==> config.mk <==
export PLATFORM = sky130hd
export DESIGN_NAME = nncs_divsqrt
export DESIGN_NICKNAME = d
export VERILOG_FILES = /design/src/design/normalized_nearest_case_search_macros.svh /design/src/design/nncs_pkg.sv /design/src/design/nncs_divsqrt.sv
export SDC_FILE = /design/constraint.sdc
export NUM_CORES = 1
export LEC_CHECK = 0
export BUFFER_PORTS_ARGS = -buffer_cell sky130_fd_sc_hd__buf_2
export CAP_MARGIN = 15
export CORE_ASPECT_RATIO = 2
export CORE_MARGIN = 8
export CORE_UTILIZATION = 59
export DETAILED_ROUTE_END_ITERATION = 10
export PLACE_DENSITY = 0.82
export SETUP_SLACK_MARGIN = 0.5
export SLEW_MARGIN = 20
export SYNTH_ARGS = -nofsm -noshare
export SYNTH_HDL_FRONTEND = slang
export SYNTH_SLANG_ARGS = --single-unit
export TNS_END_PERCENT = 30
==> constraint.sdc <==
create_clock -name clk -period 5.8 [get_ports clk]
set_clock_uncertainty 0.05 [all_clocks]
set_input_delay 0 -clock clk [delete_from_list [all_inputs] [get_ports clk]]
set_output_delay 0 -clock clk [all_outputs]
set_load 0.02 [all_outputs]
==> src/design/normalized_nearest_case_search_macros.svh <==
// assertion macros for the nearest case search block
// depends on nothing; included by the top level
`ifndef NORMALIZED_NEAREST_CASE_SEARCH_MACROS_SVH
`define NORMALIZED_NEAREST_CASE_SEARCH_MACROS_SVH
// a property that must hold at every edge out of reset
`define NNCS_ASSERT(label, prop, msg) \
  label: assert property (@(posedge clk) disable iff (!rst_n) (prop)) else $error(msg);
// an implication whose consequence is checked in the cycle after its condition
`define NNCS_ASSERT_NEXT(label, cond, prop, msg) \
  label: assert property (@(posedge clk) disable iff (!rst_n) (cond) |=> (prop)) \
    else $error(msg);
`endif

==> src/design/nncs_pkg.sv <==
// shared types and constants of the nearest case search block
// depends on nothing
package nncs_pkg;
  localparam int MaxCasesDefault  = 1024;
  localparam int CoordDimsDefault = 8;
  localparam int CoordBitsDefault = 24;
  localparam int DistBits = 40;
  localparam int InvBits  = 32;
  localparam int IdxBits  = 10;
  localparam logic [DistBits-1:0] DistMax = '1;

  typedef enum logic [1:0] {
    OP_LOAD  = 2'd0,
    OP_QUERY = 2'd1,
    OP_CLEAR = 2'd2,
    OP_RSVD  = 2'd3
  } op_t;

  typedef enum logic [1:0] {
    ST_STORED = 2'd0,
    ST_FULL   = 2'd1,
    ST_ANSWER = 2'd2,
    ST_EMPTY  = 2'd3
  } status_t;

  // request to the shared divide / square-root unit
  typedef struct packed {
    logic        start;
    logic        is_sqrt;
    logic [79:0] num;
    logic [63:0] den;
  } du_req_t;

  typedef struct packed {
    logic        done;
    logic [79:0] quo;
    logic [63:0] rem;
  } du_rsp_t;
endpackage

==> src/design/nncs_divsqrt.sv <==
// shared iterative divider and square-root unit, one bit per cycle
// depends on nncs_pkg
module nncs_divsqrt (
  input  logic             clk,
  input  logic             rst_n,
  input  nncs_pkg::du_req_t req,
  output nncs_pkg::du_rsp_t rsp
);
  import nncs_pkg::*;

  logic        busy_r, busy_nxt;
  logic        sq_r, sq_nxt;
  logic [6:0]  cnt_r, cnt_nxt;
  logic [79:0] n_r, n_nxt;
  logic [63:0] d_r, d_nxt;
  logic [80:0] rm_r, rm_nxt;
  logic [79:0] q_r, q_nxt;
  logic        done_r, done_nxt;
  logic [80:0] sh;
  logic [80:0] trial;

  // restoring step: divide shifts one bit, sqrt shifts two
  always_comb begin
    busy_nxt = busy_r;
    sq_nxt   = sq_r;
    cnt_nxt  = cnt_r;
    n_nxt    = n_r;
    d_nxt    = d_r;
    rm_nxt   = rm_r;
    q_nxt    = q_r;
    done_nxt = 1'b0;
    sh       = '0;
    trial    = '0;
    if (req.start) begin
      busy_nxt = 1'b1;
      sq_nxt   = req.is_sqrt;
      n_nxt    = req.num;
      d_nxt    = req.den;
      rm_nxt   = '0;
      q_nxt    = '0;
      cnt_nxt  = req.is_sqrt ? 7'd32 : 7'd80;
    end else if (busy_r) begin
      if (sq_r) begin
        sh    = {rm_r[78:0], n_r[63:62]};
        trial = {q_r[78:0], 2'b01};
        n_nxt = {n_r[77:0], 2'b00};
      end else begin
        sh    = {rm_r[79:0], n_r[79]};
        trial = {17'd0, d_r};
        n_nxt = {n_r[78:0], 1'b0};
      end
      if (sh >= trial) begin
        rm_nxt = sh - trial;
        q_nxt  = {q_r[78:0], 1'b1};
      end else begin
        rm_nxt = sh;
        q_nxt  = {q_r[78:0], 1'b0};
      end
      cnt_nxt = cnt_r - 7'd1;
      if (cnt_r == 7'd1) begin
        busy_nxt = 1'b0;
        done_nxt = 1'b1;
      end
    end
  end

  always_ff @(posedge clk) begin
    if (!rst_n) begin
      busy_r <= 1'b0;
      done_r <= 1'b0;
      cnt_r  <= '0;
      sq_r   <= 1'b0;
    end else begin
      busy_r <= busy_nxt;
      done_r <= done_nxt;
      cnt_r  <= cnt_nxt;
      sq_r   <= sq_nxt;
    end
    n_r  <= n_nxt;
    d_r  <= d_nxt;
    rm_r <= rm_nxt;
    q_r  <= q_nxt;
  end

  assign rsp.done = done_r;
  assign rsp.quo  = q_r;
  assign rsp.rem  = rm_r[63:0];
endmodule

## Word level (Yosys, flattened, before mapping)

Cells that the tools add are included.

| cells by class | value |
|---|---|
| divide/modulo/power cells | 0 |
| bitwise operators | 2 |
| multiplexer cells | 18 |
| multiply operators | 0 |
| magnitude comparators | 1 |
| reductions and logical operators | 2 |
| equal/unequal tests | 1 |
| add/sub/neg operators | 2 |
| shift operators | 0 |

Operators with widths:

| operator | number |
|---|---|
| 2-to-1 mux 81 bit | 6 |
| 2-to-1 mux 80 bit | 4 |
| greater-or-equal comparator 81 bit | 1 |
| subtractor 80 bit | 1 |
| 2-to-1 mux 7 bit | 3 |
| == test 7 x 1 -> 1 bit, second input constant | 1 |
| subtractor 7 x 1 -> 7 bit, second input constant | 1 |
| 2-to-1 mux 1 bit | 5 |
| OR reduction 3 bit | 1 |
| NOT 1 bit | 2 |
| nonzero test 2 bit | 1 |

| word-level totals | value |
|---|---|
| latch bits | 0 |
| memories | 0 |
| bits in read-only memories | 0 |
| register bits | 314 |
| RAM bits | 0 |

## Longest topological paths before layout

Gate-level depths: netlist (run 1).

| logic depth | value |
|---|---|
| word-level depth | 5 |
| depth in mapped cells | 20 |

## Least setup slack after synthesis (run 1)

OpenSTA, ideal clock, no wires.

| timing path | value |
|---|---|
| path kind | register to register |
| from | register sq_r |
| to | register rm_r[78] |
| slack | 1.025 ns |
| buffers on the path | 6 |
| required time | 5.680 ns |
| arrival | 4.655 ns |
| stages on the path, launching flop included | 19 |
| setup time | 0.070 ns |
| period minus slack after synthesis | 4.775 ns |
| cells stage by stage | dfxtp_1 clkbuf_1 clkbuf_1 buf_1 clkbuf_1 buf_1 mux2i_1 ha_1 clkbuf_2 a2111oi_2 o21ai_0 a211oi_1 a21oi_1 a221oi_2 nand2_1 a41oi_1 xor2_1 a211o_1 a21oi_1 |

| between the ends | value |
|---|---|
| cells in the longest elaborated chain, start to end | 5 |
| elaborated cells between the ends (all ways) | 9 |
| those cells by class | 1 x add/sub; 1 x order compare; 7 x mux |

RTL lines:

| item | line | RTL |
|---|---|---|
| start: declaration | nncs_divsqrt.sv:12 | `logic sq_r, sq_nxt;` |
| start signal: assignment | nncs_divsqrt.sv:77 | `sq_r <= sq_nxt;` |
| 2-to-1 mux 81 bit | nncs_divsqrt.sv:43 | `if (sq_r) begin` |
| 2-to-1 mux 81 bit | nncs_divsqrt.sv:42 | `end else if (busy_r) begin` |
| 2-to-1 mux 81 bit | nncs_divsqrt.sv:34 | `if (req.start) begin` |
| subtractor 80 bit / greater-or-equal comparator 81 bit (equally long branches) | nncs_divsqrt.sv:53, nncs_divsqrt.sv:52 |  |
| 2-to-1 mux 80 bit (*) | nncs_divsqrt.sv:52 | `if (sh >= trial) begin` |
| end signal: assignment | nncs_divsqrt.sv:81 | `rm_r <= rm_nxt;` |
| end: declaration | nncs_divsqrt.sv:16 | `logic [80:0] rm_r, rm_nxt;` |

Every way passes the cells marked *; elsewhere a longest branch is shown, timed or not. The select of a mux whose other input is x is not followed.
A chain may end at the register's enable or synchronous reset.

## Final worst setup path (run 1)

| timing path | value |
|---|---|
| from | register sq_r |
| to | register rm_r[24] |

The elaborated chain is that of the path after synthesis.

==> results of run 1 <==
-- report_power, final --
part	leakage, nW	internal, mW	switching (mW)	total, mW
sequential	2.83	2.60	0.238	2.84
clock	0.482	1.06	0.878	1.93
combinational	6.58	1.79	3.11	4.90
-- metal layers --
layer	wire, um	part of all wire, %	vias up	global-route usage (%)
li1	-	-	8436	-
met1	21720	35	8534	28.76
met2	33590	54	647	56.45
met3	3131	5.0	227	4.614
met4	3730	6.0	0	17.56
met5	0	0	-	0
-- final cells by class --
cell class | count | area [sq um] | area share [%]
multi-input combinational | 1642 | 11110 | 47.16
sequential | 314 | 7735 | 32.84
timing repair buffer | 456 | 3112 | 13.21
clock buffer | 35 | 820.8 | 3.485
tap | 436 | 545.5 | 2.316
clock inverter | 17 | 128.9 | 0.5471
inverter | 28 | 105.1 | 0.4462
-- through the flow --
| stage | hold WS, ps | utilization [%] | instances | setup slack [ps] |
|---|---|---|---|---|
| 6_report | 68.93 | 70.27 | 2928 | 958.2 |
| 5_1_grt | 78.18 | 70.27 | 2928 | 561.7 |
| 4_1_cts | 59.06 | 70.26 | 2928 | 877.9 |
| 3_5_place_dp | 128.1 | 63.03 | 2729 | 919.6 |
| 3_3_place_gp | 126.5 | 63.03 | 2729 | 988.4 |
| 2_1_floorplan | 48.87 | - | 2190 | 1025 |
-- registers in the layout (all words and copies together) (netlist names) --
signal	count
n_r	80
q_r	80
rm_r	80
d_r	64
cnt_r	7
busy_r	1
done_r	1
sq_r	1
-- critical path, cell delays in order (launching register included) --
cell      delay, ps
dfxtp_4         580
buf_12          340
mux2_2          400
ha_1            490
nand4_1         240
nor4_1          350
nand3_1         140
nor3_1          360
nand4_1         190
o211ai_1        210
a31o_2          330
buf_6           390
nand2_1         140
a311oi_1        360
-- kinds of logic (layout without fill, tap and decap cells) --
| family | Yosys count | after routing | synth area share (%) |
|---|---|---|---|
| adders and majority gates | 84 | 84 | 5.284 |
| and+or+nand+nor | 666 | 666 | 14.37 |
| muxes | 311 | 311 | 16.04 |
| DFF | 314 | 314 | 38.57 |
| AOI/OAI and AO/OA | 511 | 511 | 16.64 |
| buffers and inverters | 234 | 536 | 6.027 |
| xor gates and xnor gates | 70 | 70 | 3.060 |
-- synthesized netlist by cell type, drive strengths merged, types with 3 or more instances --
cell type	count
a21oi	128
o22ai	4
nor3	27
a32oi	5
nor2	213
and3	11
nand3b	3
nand4	34
and2	7
a211o	5
mux2	80
and4	4
a31oi	9
a311oi	54
a221oi	4
o31ai	9
or2	6
o211ai	14
a21bo	3
nor2b	7
xor2	25
edfxtp	144
o21bai	17
o21ai	144
a21o	42
nand3	16
a211oi	26
buf	131
clkbuf	75
o21a	14
or3	7
nor4	7
ha	83
nand2b	14
inv	28
a2111oi	3
mux2i	231
a21boi	11
dfxtp	170
nand2	304
xnor2	45
o31a	3
o221ai	3
-- final timing paths --
check,startpoint,cells past startpoint,endpoint
worst max register to register,sq_r$_SDFFE_PN0P_,13,rm_r[24]$_SDFFE_PP0P_
worst min-delay path,req[36],2,d_r[36]$_DFFE_PP_
worst min register to register,rm_r[74]$_SDFFE_PP0P_,2,rm_r[74]$_SDFFE_PP0P_
worst max-delay path,sq_r$_SDFFE_PN0P_,13,rm_r[24]$_SDFFE_PP0P_
-- timing repair --
item                                    4_1_cts  5_1_grt
endpoints found under the hold margin       234        0
endpoints found under the setup margin        0        3
gates resized for setup                       0        1
hold buffers                                147        0
==> impl_metrics.yaml, run 1 <==
outcome:
  status: "complete, no violations"
clocking:
  cts_sinks: 314
  cts_setup_buffers: 0
  clockRootBuffer: "clkbuf_16"
  tritoncts: "yes"
  numCtsBuffers: 28
  clockBufferDepth: 3
  htreeDepth: 1
  path_clk_slew_ps: 70
  clk_latency_ps: 580
yosys:
  yosysTopAreaCellShare_pct: 21.59
  syn_nets: 2422
  netlist_instances: 2190
  ys_warn_count: 0
  synth.ff_latch_count: 314
  async_flop_share_pct: 0
  synth_cell_types: 80
  synthTopCellsByArea: "edfxtp_1 22%, dfxtp_1 17%, mux2i_1 12%"
  ys_seq_area_share_pct: 38.57
  synth-edff-count: 144
  syn_area_per_cell_sq_um: 9.147
  yosys.area.top_type: "edfxtp_1"
  netlist_area_sq_um: 20030
  synth-main-ff-cell: "dfxtp_1"
timing:
  rsz0062_at_grt: "false"
  setup_viol_count_final: 0
  finalSetupTns_ps: 0
  finalMaxSlewViolations: 0
  period_share_pct: 83.48
  final-hold-violation-count: 0
  maxSlewHeadroom_pct: 32.22
  worst_slew_pin_slew_ps: 1017
  fmax_ghz: 0.2065
  finalCriticalPeriod_ps: 4842
die:
  start_util_pct: 59.76
  rows: 95
  io_pins: 293
  die_w_um: 146.3
  die_y_um: 276.6
  dieArea_sq_um: 40460
  core_sq_um: 33520
detailed_routing:
  ant_nets: 0
  drc: 0
  wire_per_inst_um: 21.23
  dr.pass1.iters: 7
  first_iter_violations: 1096
  num_vias: 17840
  wl_um: 62170
  via_per_inst: 6.094
power:
  leakagePower_nw: 9.892
  ir_worst_vdd_mv: 0.4660
  power_density_nw_per_um2: 410.7
  finalPower_mw: 9.674
worst_setup_path:
  cp.arrival_ps: 5240
  critPathCaptureType: "flop"
  ff2ff_setup_slack_ps: 960
  cp.required_ps: 6200
  cp-start-kind: "flop"
  path_max_fanout: 69
  worstSetupPathType: "reg -> reg"
layout:
  stdcell_area_sq_um: 23550
  syn_to_final_growth_pct: 17.58
  fillers: 2494
  layout_common_cells: "304 x nand2_1, 291 x buf_2, 231 x mux2i_1, 213 x nor2_1, 168 x dfxtp_1"
  mostFrequentLayoutCell: "nand2_1"
  antenna_cells: 0
  drive_above_1_share_pct: 18.82
  nNetsFinal: 2702
hold_path:
  worstHoldPathType: "in -> reg"
global_route:
  antenna_found_initial: 0
  grt_pass1_vias: 18640
  grt-ovfl-total: 0
  grt_pass1_wl_um: 97910
  grt_max_degree: 201
  grt.total_usage_pct: 29.43
flow_run:
  cap_violations: 0
placement:
  placed_area_sq_um: 21130
  numPortBuffers: 292
  dp_hpwl_um: 43080
  gp_congestion: 0.9866
No activity file was read; power rests on OpenSTA's default activity.
==> run 2: changes to the inputs <==
Clock period 5.8 ns to 4.8 ns, I/O delays scaled along.
==> run 2 against run 1 <==
Net effect: core utilization grew 1.9 points; count of clock-buffer cells in the layout is the same; sequential power grew 20%; die area is the same; combinational power grew 30%; via count grew 1.9%; sequential cell count is the same; largest cell class unchanged; highest routed layer unchanged.
==> impl_metrics.yaml, run 2 (synthesized netlist as in run 1, its figures left out) <==
outcome:
  status: "complete, no violations"
clocking:
  cts_sinks: 314
  clockBufferDepth: 3
  tritoncts: "yes"
  numCtsBuffers: 28
  clk_latency_ps: 580
  clockRootBuffer: "clkbuf_16"
  htreeDepth: 1
  path_clk_slew_ps: 80
timing:
  finalMaxSlewViolations: 0
  maxSlewHeadroom_pct: 28.10
  finalSetupTns_ps: 0
  period_share_pct: 87.19
  rsz0062_at_grt: "true"
  final-hold-violation-count: 0
  worst_slew_pin_slew_ps: 1078
  finalCriticalPeriod_ps: 4185
  fin_hold_ws_ps: 90.97
  fmax_ghz: 0.2390
  setup_viol_count_final: 0
layout:
  nNetsFinal: 2747
  drive_above_1_share_pct: 21.25
  mostFrequentLayoutCell: "nand2_1"
  antenna_cells: 0
  layout_common_cells: "303 x nand2_1, 291 x buf_2, 231 x mux2i_1, 212 x nor2_1, 168 x dfxtp_1"
  syn_to_final_growth_pct: 20.69
  stdcell_area_sq_um: 24180
  top_regs: "n_r x80, q_r x80, rm_r x80"
worst_setup_path:
  cp.required_ps: 5220
  path_max_fanout: 6
  cp.arrival_ps: 4610
  critPathCaptureType: "flop"
  slowest_stage: "dfxtp_4"
  critPathBufInv: 2
  path_delay_family: "compound AO/OA/AOI/OAI gates"
  timing.critical_path.from: "sq_r$_SDFFE_PN0P_"
  worstSetupPathType: "reg -> reg"
  cp-start-kind: "flop"
  r2r-start: "sq_r$_SDFFE_PN0P_"
  crit_path_cell_trace: "buf_4, mux2_2, ha_1, nor2b_1, o31a_1, o311ai_2, a211oi_2, buf_4, or2_2, a21o_1, a21boi_1, o21a_1, nor3_1, o31a_1"
  cpPeakStageDelay_ps: 450
global_route:
  grt_max_degree: 151
  antenna_found_initial: 0
  busiest_layer: "met2"
  use_met1_pct: 29.22
  grtUsageMet3_pct: 4.385
  grt_pass1_vias: 18970
  grt_pass1_wl_um: 100200
  grt_use_met2_pct: 58.62
  grt.total_usage_pct: 30.13
  grt-ovfl-total: 0
hold_path:
  worstHoldPathType: "in -> reg"
  hold_start: "req[54]"
detailed_routing:
  drc: 0
  wire_per_inst_um: 21.56
  ant_nets: 0
  via_per_inst: 6.114
  first_iter_violations: 967
  num_vias: 18180
  wl_um: 64090
  dr.pass1.iters: 7
placement:
  gp_congestion: 0.9590
  numPortBuffers: 292
  placed_area_sq_um: 21420
  dp_hpwl_um: 44720
die:
  die_w_um: 146.3
  start_util_pct: 59.76
  rows: 95
  core_sq_um: 33520
  die_y_um: 276.6
  dieArea_sq_um: 40460
  io_pins: 293
power:
  ir_worst_vdd_mv: 0.4897
  leakagePower_nw: 10.11
  power_density_nw_per_um2: 496.2
flow_run:
  cap_violations: 0
run 2: changes by cell type in the layout (fill, tap and decap cells not counted), sizes merged:
cell	previous run	this run
a31o	2	3
buf	309	350
clkbuf	35	37
clkinv	12	11
clkinvlp	0	3
dlygate4sd3	147	148
inv	32	30
run 2: routing by layer:
layer	vias to the layer above	part of all wire, %	wire length [um]
li1	8533	-	-
met5	-	0	0
met3	243	5.4	3485
met4	0	5.9	3789
met1	8677	34	21900
met2	724	54	34910
run 2: path summary, 6_finish.rpt:
kind                                              end  cells past startpoint  slack [ps]
worst max-delay path            rm_r[53]$_SDFFE_PP0P_                     14         620
worst min-delay path                d_r[54]$_DFFE_PP_                      2          90
worst max register to register  rm_r[53]$_SDFFE_PP0P_                     14         620
worst min register to register  rm_r[74]$_SDFFE_PP0P_                      2         440
run 2: layout make-up:
cell class / instances / area [sq um]
clock inverter: 17 / 127.6
fill: 2439 / 9343
multi-input combinational: 1643 / 11310
timing repair buffer: 500 / 3588
sequential: 314 / 7735
clock buffer: 35 / 768.2
tap: 436 / 545.5
inverter: 28 / 105.1
run 2: through the flow:
stage	power, mW	setup slack [ps]	instances	utilization [%]
4_1_cts	11.75	513.0	2960	71.11
3_5_place_dp	9.395	319.9	2758	63.91
6_report	12.00	615.1	2973	72.13
5_1_grt	12.68	480.7	2973	72.13
2_1_floorplan	7.866	503.1	2190	-
3_3_place_gp	9.355	402.3	2758	63.91
run 2: worst register-to-register path: cells and delay by family (launching register included):
kind / cells / cell delay [ps]
adder cells (fa/ha/maj): 1 / 340
multiplexers: 1 / 370
AO/OA/AOI/OAI: 7 / 2040
AND/OR/NAND/NOR: 3 / 540
flip-flops: 1 / 450
buffers and inverters: 2 / 340
run 2: power breakdown:
group | internal (mW) | leakage, nW | switching (mW) | total [mW]
Combinational | 2.46 | 6.84 | 3.90 | 6.35
Clock | 1.20 | 0.437 | 1.03 | 2.22
Sequential | 3.14 | 2.83 | 0.276 | 3.42
run 2: what timing repair did:
item / in CTS / in global routing
gates resized for setup: 4 / 39
gates cloned: 0 / 3
hold buffers: 148 / 0
pin swaps: 1 / 11
endpoints found under the hold margin: 214 / 0
setup buffers: 2 / 10
endpoints found under the setup margin: 34 / 44
